## src/rtl/rcfb_pkg.sv

```systemverilog
`timescale 1ns / 1ps
`default_nettype none

package rcfb_pkg;

  localparam int unsigned NumChannels = 8;
  localparam int unsigned ChanWidth   = 12;
  localparam int unsigned ScaledWidth = 16;
  localparam int unsigned FrameLen    = 21;
  localparam int unsigned CrcSpan     = 19;
  localparam int unsigned IdxWidth    = $clog2(FrameLen);

  localparam logic [IdxWidth-1:0] IdxFirstData = IdxWidth'(3);
  localparam logic [IdxWidth-1:0] IdxCrcHi     = IdxWidth'(CrcSpan);
  localparam logic [IdxWidth-1:0] IdxCrcLo     = IdxWidth'(FrameLen - 1);

  // Header bytes
  localparam logic [7:0] HdrStart  = 8'hA8;
  localparam logic [7:0] HdrStatus = 8'h01;
  localparam logic [7:0] HdrCount  = 8'h08;

  localparam logic [15:0] CrcPolyReset = 16'h1021;

  // Scaling: floor((v + 375) * 32 / 5) = 6x + floor(2x / 5), x = v + 375
  localparam logic [12:0] ScaleOffset = 13'd375;
  // floor(y / 5) = (y * 52429) >> 18, exact for y well beyond 2 * 4470
  localparam logic [15:0] RecipFive   = 16'd52429;
  localparam int unsigned RecipShift  = 18;

  typedef struct packed {
    logic [ChanWidth-1:0] channel_0;
    logic [ChanWidth-1:0] channel_1;
    logic [ChanWidth-1:0] channel_2;
    logic [ChanWidth-1:0] channel_3;
    logic [ChanWidth-1:0] channel_4;
    logic [ChanWidth-1:0] channel_5;
    logic [ChanWidth-1:0] channel_6;
    logic [ChanWidth-1:0] channel_7;
  } in_item_t;

  typedef struct packed {
    logic [7:0] frame_byte;
    logic       last_byte;
  } out_item_t;

  typedef logic [ChanWidth-1:0]   chan_t;
  typedef logic [ScaledWidth-1:0] scaled_t;

  // One byte of an MSB-first CRC-16, zero init, no final xor
  function automatic logic [15:0] crc16_byte(input logic [15:0] crc,
                                             input logic [7:0]  data,
                                             input logic [15:0] poly);
    logic [15:0] c;
    c = crc ^ {data, 8'h00};
    for (int b = 0; b < 8; b++) begin
      if (c[15]) begin
        c = {c[14:0], 1'b0} ^ poly;
      end else begin
        c = {c[14:0], 1'b0};
      end
    end
    return c;
  endfunction

endpackage

`default_nettype wire

```

## src/rtl/rc_channel_frame_builder_crc16_top.sv

```systemverilog
`timescale 1ns / 1ps
`default_nettype none

// RC channel frame builder with CRC-16.
// Input channel (in_valid_i / in_ready_o / in_item_i): one word holds eight
// raw 12-bit channel values. Output channel (out_valid_o / out_ready_i /
// out_item_o): one word per frame byte, 21 words per input word: header
// A8 01 08, eight values offset by 375 and scaled by 6.4, high byte first,
// then the CRC-16 high byte and low byte; last_byte marks the CRC low byte.
// cfg_we_i / cfg_wdata_i write the CRC polynomial; write only while idle.
// Path: the taken word goes through the input register into the serializer,
// whose output register holds the first byte. Throughput: one byte per
// cycle while out_ready_i is high; the byte serializer sets the rate. The
// input register takes the next word while the current frame is being
// sent; the new frame follows the last byte of the previous with no gap.
// Reset: all channels empty, polynomial back to 0x1021.
// Stall: when out_ready_i is low the output word holds, the serializer
// pauses, and once the input register is full in_ready_o drops.
module rc_channel_frame_builder_crc16_top import rcfb_pkg::*; (
  input  wire logic        clk_i,
  input  wire logic        rst_ni,
  input  wire logic        cfg_we_i,
  input  wire logic [15:0] cfg_wdata_i,
  input  wire logic        in_valid_i,
  output logic             in_ready_o,
  input  wire in_item_t    in_item_i,
  output logic             out_valid_o,
  input  wire logic        out_ready_i,
  output out_item_t        out_item_o
);

  logic [15:0] crc_poly_q;
  logic        in_valid_q;
  in_item_t    in_q;
  logic        load_ready;
  chan_t       chans  [NumChannels];
  scaled_t     scaled [NumChannels];

  // Polynomial register
  always_ff @(posedge clk_i or negedge rst_ni) begin
    if (!rst_ni) begin
      crc_poly_q <= CrcPolyReset;
    end else if (cfg_we_i) begin
      crc_poly_q <= cfg_wdata_i;
    end
  end

  // Input register
  assign in_ready_o = !in_valid_q || load_ready;

  always_ff @(posedge clk_i or negedge rst_ni) begin
    if (!rst_ni) begin
      in_valid_q <= 1'b0;
    end else if (in_ready_o) begin
      in_valid_q <= in_valid_i;
    end
  end

  always_ff @(posedge clk_i) begin
    if (in_valid_i && in_ready_o) begin
      in_q <= in_item_i;
    end
  end

  assign chans[0] = in_q.channel_0;
  assign chans[1] = in_q.channel_1;
  assign chans[2] = in_q.channel_2;
  assign chans[3] = in_q.channel_3;
  assign chans[4] = in_q.channel_4;
  assign chans[5] = in_q.channel_5;
  assign chans[6] = in_q.channel_6;
  assign chans[7] = in_q.channel_7;

  rcfb_scaler u_scaler (
    .chan_i   (chans),
    .scaled_o (scaled)
  );

  rcfb_frame_gen u_frame_gen (
    .clk_i        (clk_i),
    .rst_ni       (rst_ni),
    .crc_poly_i   (crc_poly_q),
    .load_valid_i (in_valid_q),
    .load_ready_o (load_ready),
    .scaled_i     (scaled),
    .out_valid_o  (out_valid_o),
    .out_ready_i  (out_ready_i),
    .out_item_o   (out_item_o)
  );

endmodule

`default_nettype wire

```

## src/rtl/rcfb_scaler.sv

```systemverilog
`timescale 1ns / 1ps
`default_nettype none

// Eight parallel lanes, each offsetting one raw channel by 375 and scaling it by 6.4
module rcfb_scaler import rcfb_pkg::*; (
  input  wire chan_t   chan_i   [NumChannels],
  output scaled_t      scaled_o [NumChannels]
);

  for (genvar g = 0; g < NumChannels; g++) begin : g_lane
    logic [12:0] x;
    logic [13:0] y;
    logic [29:0] prod;
    logic [15:0] six_x;
    logic [15:0] fifth;

    assign x     = {1'b0, chan_i[g]} + ScaleOffset;
    assign y     = {x, 1'b0};
    // y / 5 by reciprocal multiply
    assign prod  = 30'(y) * 30'(RecipFive);
    assign fifth = 16'(prod >> RecipShift);
    assign six_x = {1'b0, x, 2'b00} + {2'b00, x, 1'b0};
    assign scaled_o[g] = six_x + fifth;
  end

endmodule

`default_nettype wire

```

## src/rtl/rcfb_frame_gen.sv

```systemverilog
`timescale 1ns / 1ps
`default_nettype none

// Byte serializer with running CRC and an output register
module rcfb_frame_gen import rcfb_pkg::*; (
  input  wire logic        clk_i,
  input  wire logic        rst_ni,
  input  wire logic [15:0] crc_poly_i,
  input  wire logic        load_valid_i,
  output logic             load_ready_o,
  input  wire scaled_t     scaled_i [NumChannels],
  output logic             out_valid_o,
  input  wire logic        out_ready_i,
  output out_item_t        out_item_o
);

  logic                busy_q, busy_d;
  logic [IdxWidth-1:0] idx_q, idx_d;
  logic [15:0]         crc_q, crc_d;
  scaled_t             data_q [NumChannels];
  logic                out_valid_q, out_valid_d;
  out_item_t           out_q;

  logic                advance;
  logic                at_last;
  logic                load;
  logic [7:0]          cur_byte;
  logic [IdxWidth-1:0] data_off;
  logic [2:0]          data_sel;
  scaled_t             data_word;

  // Step control
  assign advance      = busy_q && (!out_valid_q || out_ready_i);
  assign at_last      = (idx_q == IdxCrcLo);
  assign load_ready_o = !busy_q || (advance && at_last);
  assign load         = load_valid_i && load_ready_o;

  // Byte select
  assign data_off  = idx_q - IdxFirstData;
  assign data_sel  = data_off[3:1];
  assign data_word = data_q[data_sel];

  always_comb begin
    priority if (idx_q == IdxWidth'(0)) begin
      cur_byte = HdrStart;
    end else if (idx_q == IdxWidth'(1)) begin
      cur_byte = HdrStatus;
    end else if (idx_q == IdxWidth'(2)) begin
      cur_byte = HdrCount;
    end else if (idx_q == IdxCrcHi) begin
      cur_byte = crc_q[15:8];
    end else if (idx_q == IdxCrcLo) begin
      cur_byte = crc_q[7:0];
    end else if (data_off[0]) begin
      cur_byte = data_word[7:0];
    end else begin
      cur_byte = data_word[15:8];
    end
  end

  // Next state
  always_comb begin
    busy_d      = busy_q;
    idx_d       = idx_q;
    crc_d       = crc_q;
    out_valid_d = out_valid_q && !out_ready_i;
    if (advance) begin
      out_valid_d = 1'b1;
      idx_d       = idx_q + IdxWidth'(1);
      if (idx_q < IdxCrcHi) begin
        crc_d = crc16_byte(crc_q, cur_byte, crc_poly_i);
      end
      if (at_last) begin
        busy_d = 1'b0;
      end
    end
    if (load) begin
      busy_d = 1'b1;
      idx_d  = '0;
      crc_d  = '0;
    end
  end

  always_ff @(posedge clk_i or negedge rst_ni) begin
    if (!rst_ni) begin
      busy_q      <= 1'b0;
      idx_q       <= '0;
      out_valid_q <= 1'b0;
    end else begin
      busy_q      <= busy_d;
      idx_q       <= idx_d;
      out_valid_q <= out_valid_d;
    end
  end

  // Payload registers
  always_ff @(posedge clk_i) begin
    crc_q <= crc_d;
    if (load) begin
      data_q <= scaled_i;
    end
    if (advance) begin
      out_q.frame_byte <= cur_byte;
      out_q.last_byte  <= at_last;
    end
  end

  assign out_valid_o = out_valid_q;
  assign out_item_o  = out_q;

endmodule

`default_nettype wire
```

## config.mk

```make
export PLATFORM = sky130hd
export DESIGN_NAME = rc_channel_frame_builder_crc16_top
export DESIGN_NICKNAME = d
export VERILOG_FILES = /design/src/rtl/rcfb_pkg.sv /design/src/rtl/rc_channel_frame_builder_crc16_top.sv /design/src/rtl/rcfb_scaler.sv /design/src/rtl/rcfb_frame_gen.sv
export SDC_FILE = /design/constraint.sdc
export NUM_CORES = 2
export LEC_CHECK = 0
export ABC_AREA = 0
export BUFFER_PORTS_ARGS = -buffer_cell sky130_fd_sc_hd__buf_4
export CAP_MARGIN = 20
export CORE_MARGIN = 2
export CORE_UTILIZATION = 50
export DETAILED_ROUTE_END_ITERATION = 10
export PLACE_DENSITY = 0.67
export SLEW_MARGIN = 20
export SYNTH_ARGS = -nofsm -noshare
export SYNTH_HDL_FRONTEND = slang
export SYNTH_SLANG_ARGS = --single-unit
```

## constraint.sdc

```tcl
create_clock -name clk_i -period 25.5 [get_ports clk_i]
set_clock_uncertainty 0.15 [all_clocks]
set_input_delay 5.1 -clock clk_i [delete_from_list [all_inputs] [get_ports clk_i]]
set_output_delay 5.1 -clock clk_i [all_outputs]
set_load 0.02 [all_outputs]
```

-- Word-level counts from Yosys, hierarchy flattened
Cells that the tools add are included.
W data, S select, Z words.
- $lt $le $gt $ge: 2
- equality and inequality tests: 4
- reduce and logical (&&, ||, !) cells: 17
- add/subtract/negate cells: 26
- multiply operators: 8
- mux-type cells: 37
- bitwise operators: 10
- operators by type and width (cell ; number):
    $mux W16 ; 24
    $mul A13 B16 Y29 const B ; 8
    $xor A16 B16 Y16 ; 9
    $add A15 B14 Y16 ; 8
    $add A16 B12 Y16 ; 8
    $add A12 B9 Y13 const B ; 8
    $bmux W16 S3 ; 1
    $mux W8 ; 6
    $eq A5 B5 Y1 const B ; 2
    $mux W5 ; 2
    $add A5 B1 Y5 const B ; 1
    $eq A5 B1 Y1 const B ; 1
    $eq A5 B2 Y1 const B ; 1
    $logic_and A1 B1 Y1 ; 5
    $logic_not A5 Y1 ; 1
    $lt A5 B5 Y1 const B ; 1
    $ge A4 B4 Y1 const B ; 1
    $logic_not A1 Y1 ; 4
    $mux W1 ; 4
    $not A3 Y4 ; 1
    $reduce_and A2 Y1 ; 2
    $reduce_bool A2 Y1 ; 2
    $sub A4 B2 Y4 const B ; 1
    $logic_or A1 B1 Y1 ; 3
- output and inout bits: 11
- register bits after elaboration: 273
- word-level logic and storage cells: 128
- input port bits: 117

-- Longest topological paths before layout
- word-level depth: 42
- gate-level depth with buffers: 44
- mapped depth without buffers: 44

-- Modules after synthesis
From an unflattened synthesis, not the netlist that was laid out.
- cell total of the unflattened synthesis: 4421
- area, all modules: 43361.6 um^2
- by module, submodules not included (module ; sequential area each (um^2) ; cells each ; area each (um^2) ; times used):
    rcfb_scaler ; 0.0 ; 3378 ; 29971.2 ; 1
    rcfb_frame_gen ; 4609.4 ; 909 ; 9810.7 ; 1
    rc_channel_frame_builder_crc16_top ; 3311.9 ; 134 ; 3579.7 ; 1

-- Worst setup path before layout
Ideal clock, no wire load.
- kind: in2out
- from: input port out_ready_i
- to: output port in_ready_o
- stages on the path: 3
- path buffers: 0
- path slack: 14696 ps
- arrival time: 5554 ps
- data required time: 20250 ps
- path through: nand2b_1 -> nand2_1 -> nand3_1
- cells in the longest elaborated chain, start to end: 5
- ends and longest elaborated chain (element ; RTL line ; text):
    start, declared ; rc_channel_frame_builder_crc16_top.sv:28 ; input wire logic out_ready_i,
    $logic_or A1 B1 Y1 ; rcfb_frame_gen.sv:33 ; assign advance = busy_q && (!out_valid_q || out_ready_i);
    $logic_and A1 B1 Y1 ; rcfb_frame_gen.sv:33 ;
    $logic_and A1 B1 Y1 ; rcfb_frame_gen.sv:35 ; assign load_ready_o = !busy_q || (advance && at_last);
    $logic_or A1 B1 Y1 ; rcfb_frame_gen.sv:35 ;
    $logic_or A1 B1 Y1 ; rc_channel_frame_builder_crc16_top.sv:49 ; assign in_ready_o = !in_valid_q || load_ready;
    end, declared ; rc_channel_frame_builder_crc16_top.sv:25 ; output logic in_ready_o,
No other way between the ends.

-- Worst setup path after layout
Same ends and word-level chain as after synthesis.

==> run summary <==
Fmax: 90.77 MHz
Layout area overhead: 8.347%
Cells on worst reg2reg path: 40
Crit path cell chain: buf_4 -> nand2b_1 -> nand2_1 -> nand3_1 -> buf_4
PortBufs: 127
Crit path arrival time: 5.77 ns
Clock slew seen by the registers of the worst setup and hold paths: 0.06 ns
Layout cell share with drive strength beyond 1: 6.884%
Final worst-path cycle share: 43.21%
Area of the multi-input gates: 30030 um2
Worst setup SP type: input port
CP dominant cell by count: buf_4
Routability cong.: 0.8959
Die Span Y: 293.7 um
Largest net degree at the start of global routing: 73
Max Cap Viol: 0
Crit Path Class: in2out
Initial core utilization: 50.30%
Grt ovf: 0
Internal reg-to-reg setup slack: 15.22 ns
Synthesized area: 41960 um2
Final Hold Viols: 0
Hold Crit Class: reg2reg
Commonest register cell after synthesis: edfxtp_1
Gr usage total: 21.82%
Iteration-0 DRC Markers: 1277
Setup TNS: 0 ns
Post-synthesis cell count: 4180
Synthesized net count: 5520
R2R Path End: u_frame_gen.data_q[30]
Most frequent cells in the layout: inv_1, ha_1, fa_1
Yosys top cell area share: 22.93%
Hold wc startpoint: in_valid_q
Via Count: 28010
EDFF count, synth: 233
Final Setup Violations: 0
Cts hold-fix bufs: 0
Async SR Flop Fraction: 8.791%
Critical-path top delay cell: buf_4
Final Max Tran Viols: 0
RSZ-0062 raised after global routing: false
Sequential area share after synthesis: 18.88%
Max stage delay on crit path: 0.18 ns
Yosys reg bits: 273
CTS Buf Count: 37
Clock Sinks: 273
Post_cts resized: 0
Synth area leader: ha_1
Root Driver: clkbuf_16
Fill cells: 7324
# IOs: 128
CTS H-tree depth: 2
CTS tree: done
DR pass1 iterations: 5
Mean Syn Cell Area: 10.04 um2
Synthesis warning total: 0
Vias in the first global route: 29177
Hold endpoint: u_frame_gen.busy_q
FF-to-FF Start: chans[12]
FF+latch area: 7921 um2
Post-route antenna net violation count: 0
Avg WL per Cell: 16.73 um
Worst EP required: 20.25 ns
Top cells by area, synth: ha_1, fa_1, edfxtp_1, inv_1, xnor2_1
Yosys cell types: 94
Post-route DRC: 0
# Post-CTS Setup Buffers: 0
First-pass GRT wire length: 150100 um
Tmin final: 11.02 ns
Post-DP HPWL: 76210 um
Most common cell after layout, fill and taps aside: inv_1
Ant. Diodes: 0
Longest Clk Path Bufs: 3
Run status: complete, no violations
Crit. End Element: primary output
Vias/cell: 5.178
Rows: 106
Critical path peak fanout: 3
Initial antenna violation count: 2
Die Area: 86250 um2
Core area: 83420 um2
Slew headroom: 22.54%
Worst Max-Slew Pin Slew: 1.133 ns
Hold depth: 1
Die Wd: 293.7 um
Final #Nets: 5642
WL final: 90490 um
Clk_lat worst skew: 0.59 ns
[worst max path at each step]
| stage | start | to | slack [ns] |
|---|---|---|---|
| final | out_ready_i | in_ready_o | 14.48 |
| after global routing | chans[12] | u_frame_gen.data_q[30] | 14.38 |
| after CTS | out_ready_i | in_ready_o | 14.48 |
| after detailed placement | out_ready_i | in_ready_o | 14.49 |
| after global placement | out_ready_i | in_ready_o | 14.48 |
| after floorplan | out_ready_i | in_ready_o | 14.70 |
[critical path, delay by kind of cell]
family / cells / cell delay (ns)
and+or+nand+nor: 3 / 0.38
buffers and inverters: 2 / 0.28
[flip-flops by register name, summed over array words and instances (netlist names)]
signal,count
in_valid_q,1
u_frame_gen.data_q,128
u_frame_gen.out_item_o,9
crc_poly_q,16
u_frame_gen.idx_q,5
u_frame_gen.crc_q,16
u_frame_gen.out_valid_o,1
u_frame_gen.busy_q,1
chans,96
[final cells by class]
type                       count  share of cell area (%)
clock buffer                  43                   2.180
clock inverter                23                  0.7046
inverter                     992                   8.202
multi-input combinational   2849                   66.06
sequential                   273                   17.42
tap                         1080                   2.972
timing repair buffer         149                   2.460
[per-stage QoR]
stage	cell area, um2	hold WS, ns	util (%)	cells	worst slack [ns]
3_3_place_gp	44140	0.3319	52.91	5343	14.48
6_report	45460	0.3538	54.50	5409	14.48
5_1_grt	45460	0.3961	54.50	5409	14.38
4_1_cts	45460	0.3596	54.50	5409	14.48
3_5_place_dp	44150	0.3433	52.92	5343	14.49
2_1_floorplan	41960	0.3076	-	4180	14.70
[cells in the mapped netlist (all sizes together) (11+ instances only)]
cell type  instances
inv              991
ha               769
fa               454
xnor2            269
edfxtp           233
nand2            176
a21oi            170
xor2             133
nor2             129
a21o              96
o21ai             84
o21bai            71
nor3              67
nand3             54
clkbuf            50
o21a              35
and3              26
mux2i             26
nor2b             25
dfrtp             21
mux2              21
mux4              21
nand2b            17
or2               17
buf               16
dfxtp             16
or3               15
a31oi             14
a211oi            13
a41o              11
[kinds of logic after synthesis]
family	Yosys count	synth area share (%)
buf+inv	1058	9.608
compound gates	577	9.125
simple gates	575	6.698
mux	68	2.320
xor+xnor	406	8.779
flops	273	18.88
fa+ha+maj	1223	44.59
[metal layers]
metal	up-vias	share of wire [%]	global-route usage [%]
met5	-	0	0
met4	0	2.2	5.177
met3	99	3.5	2.168
met2	424	48	37.61
met1	13589	46	29.60
li1	13898	-	-
Power is not shown: default switching activity piles up to over one toggle a cycle in this logic, so the estimate is an artifact.
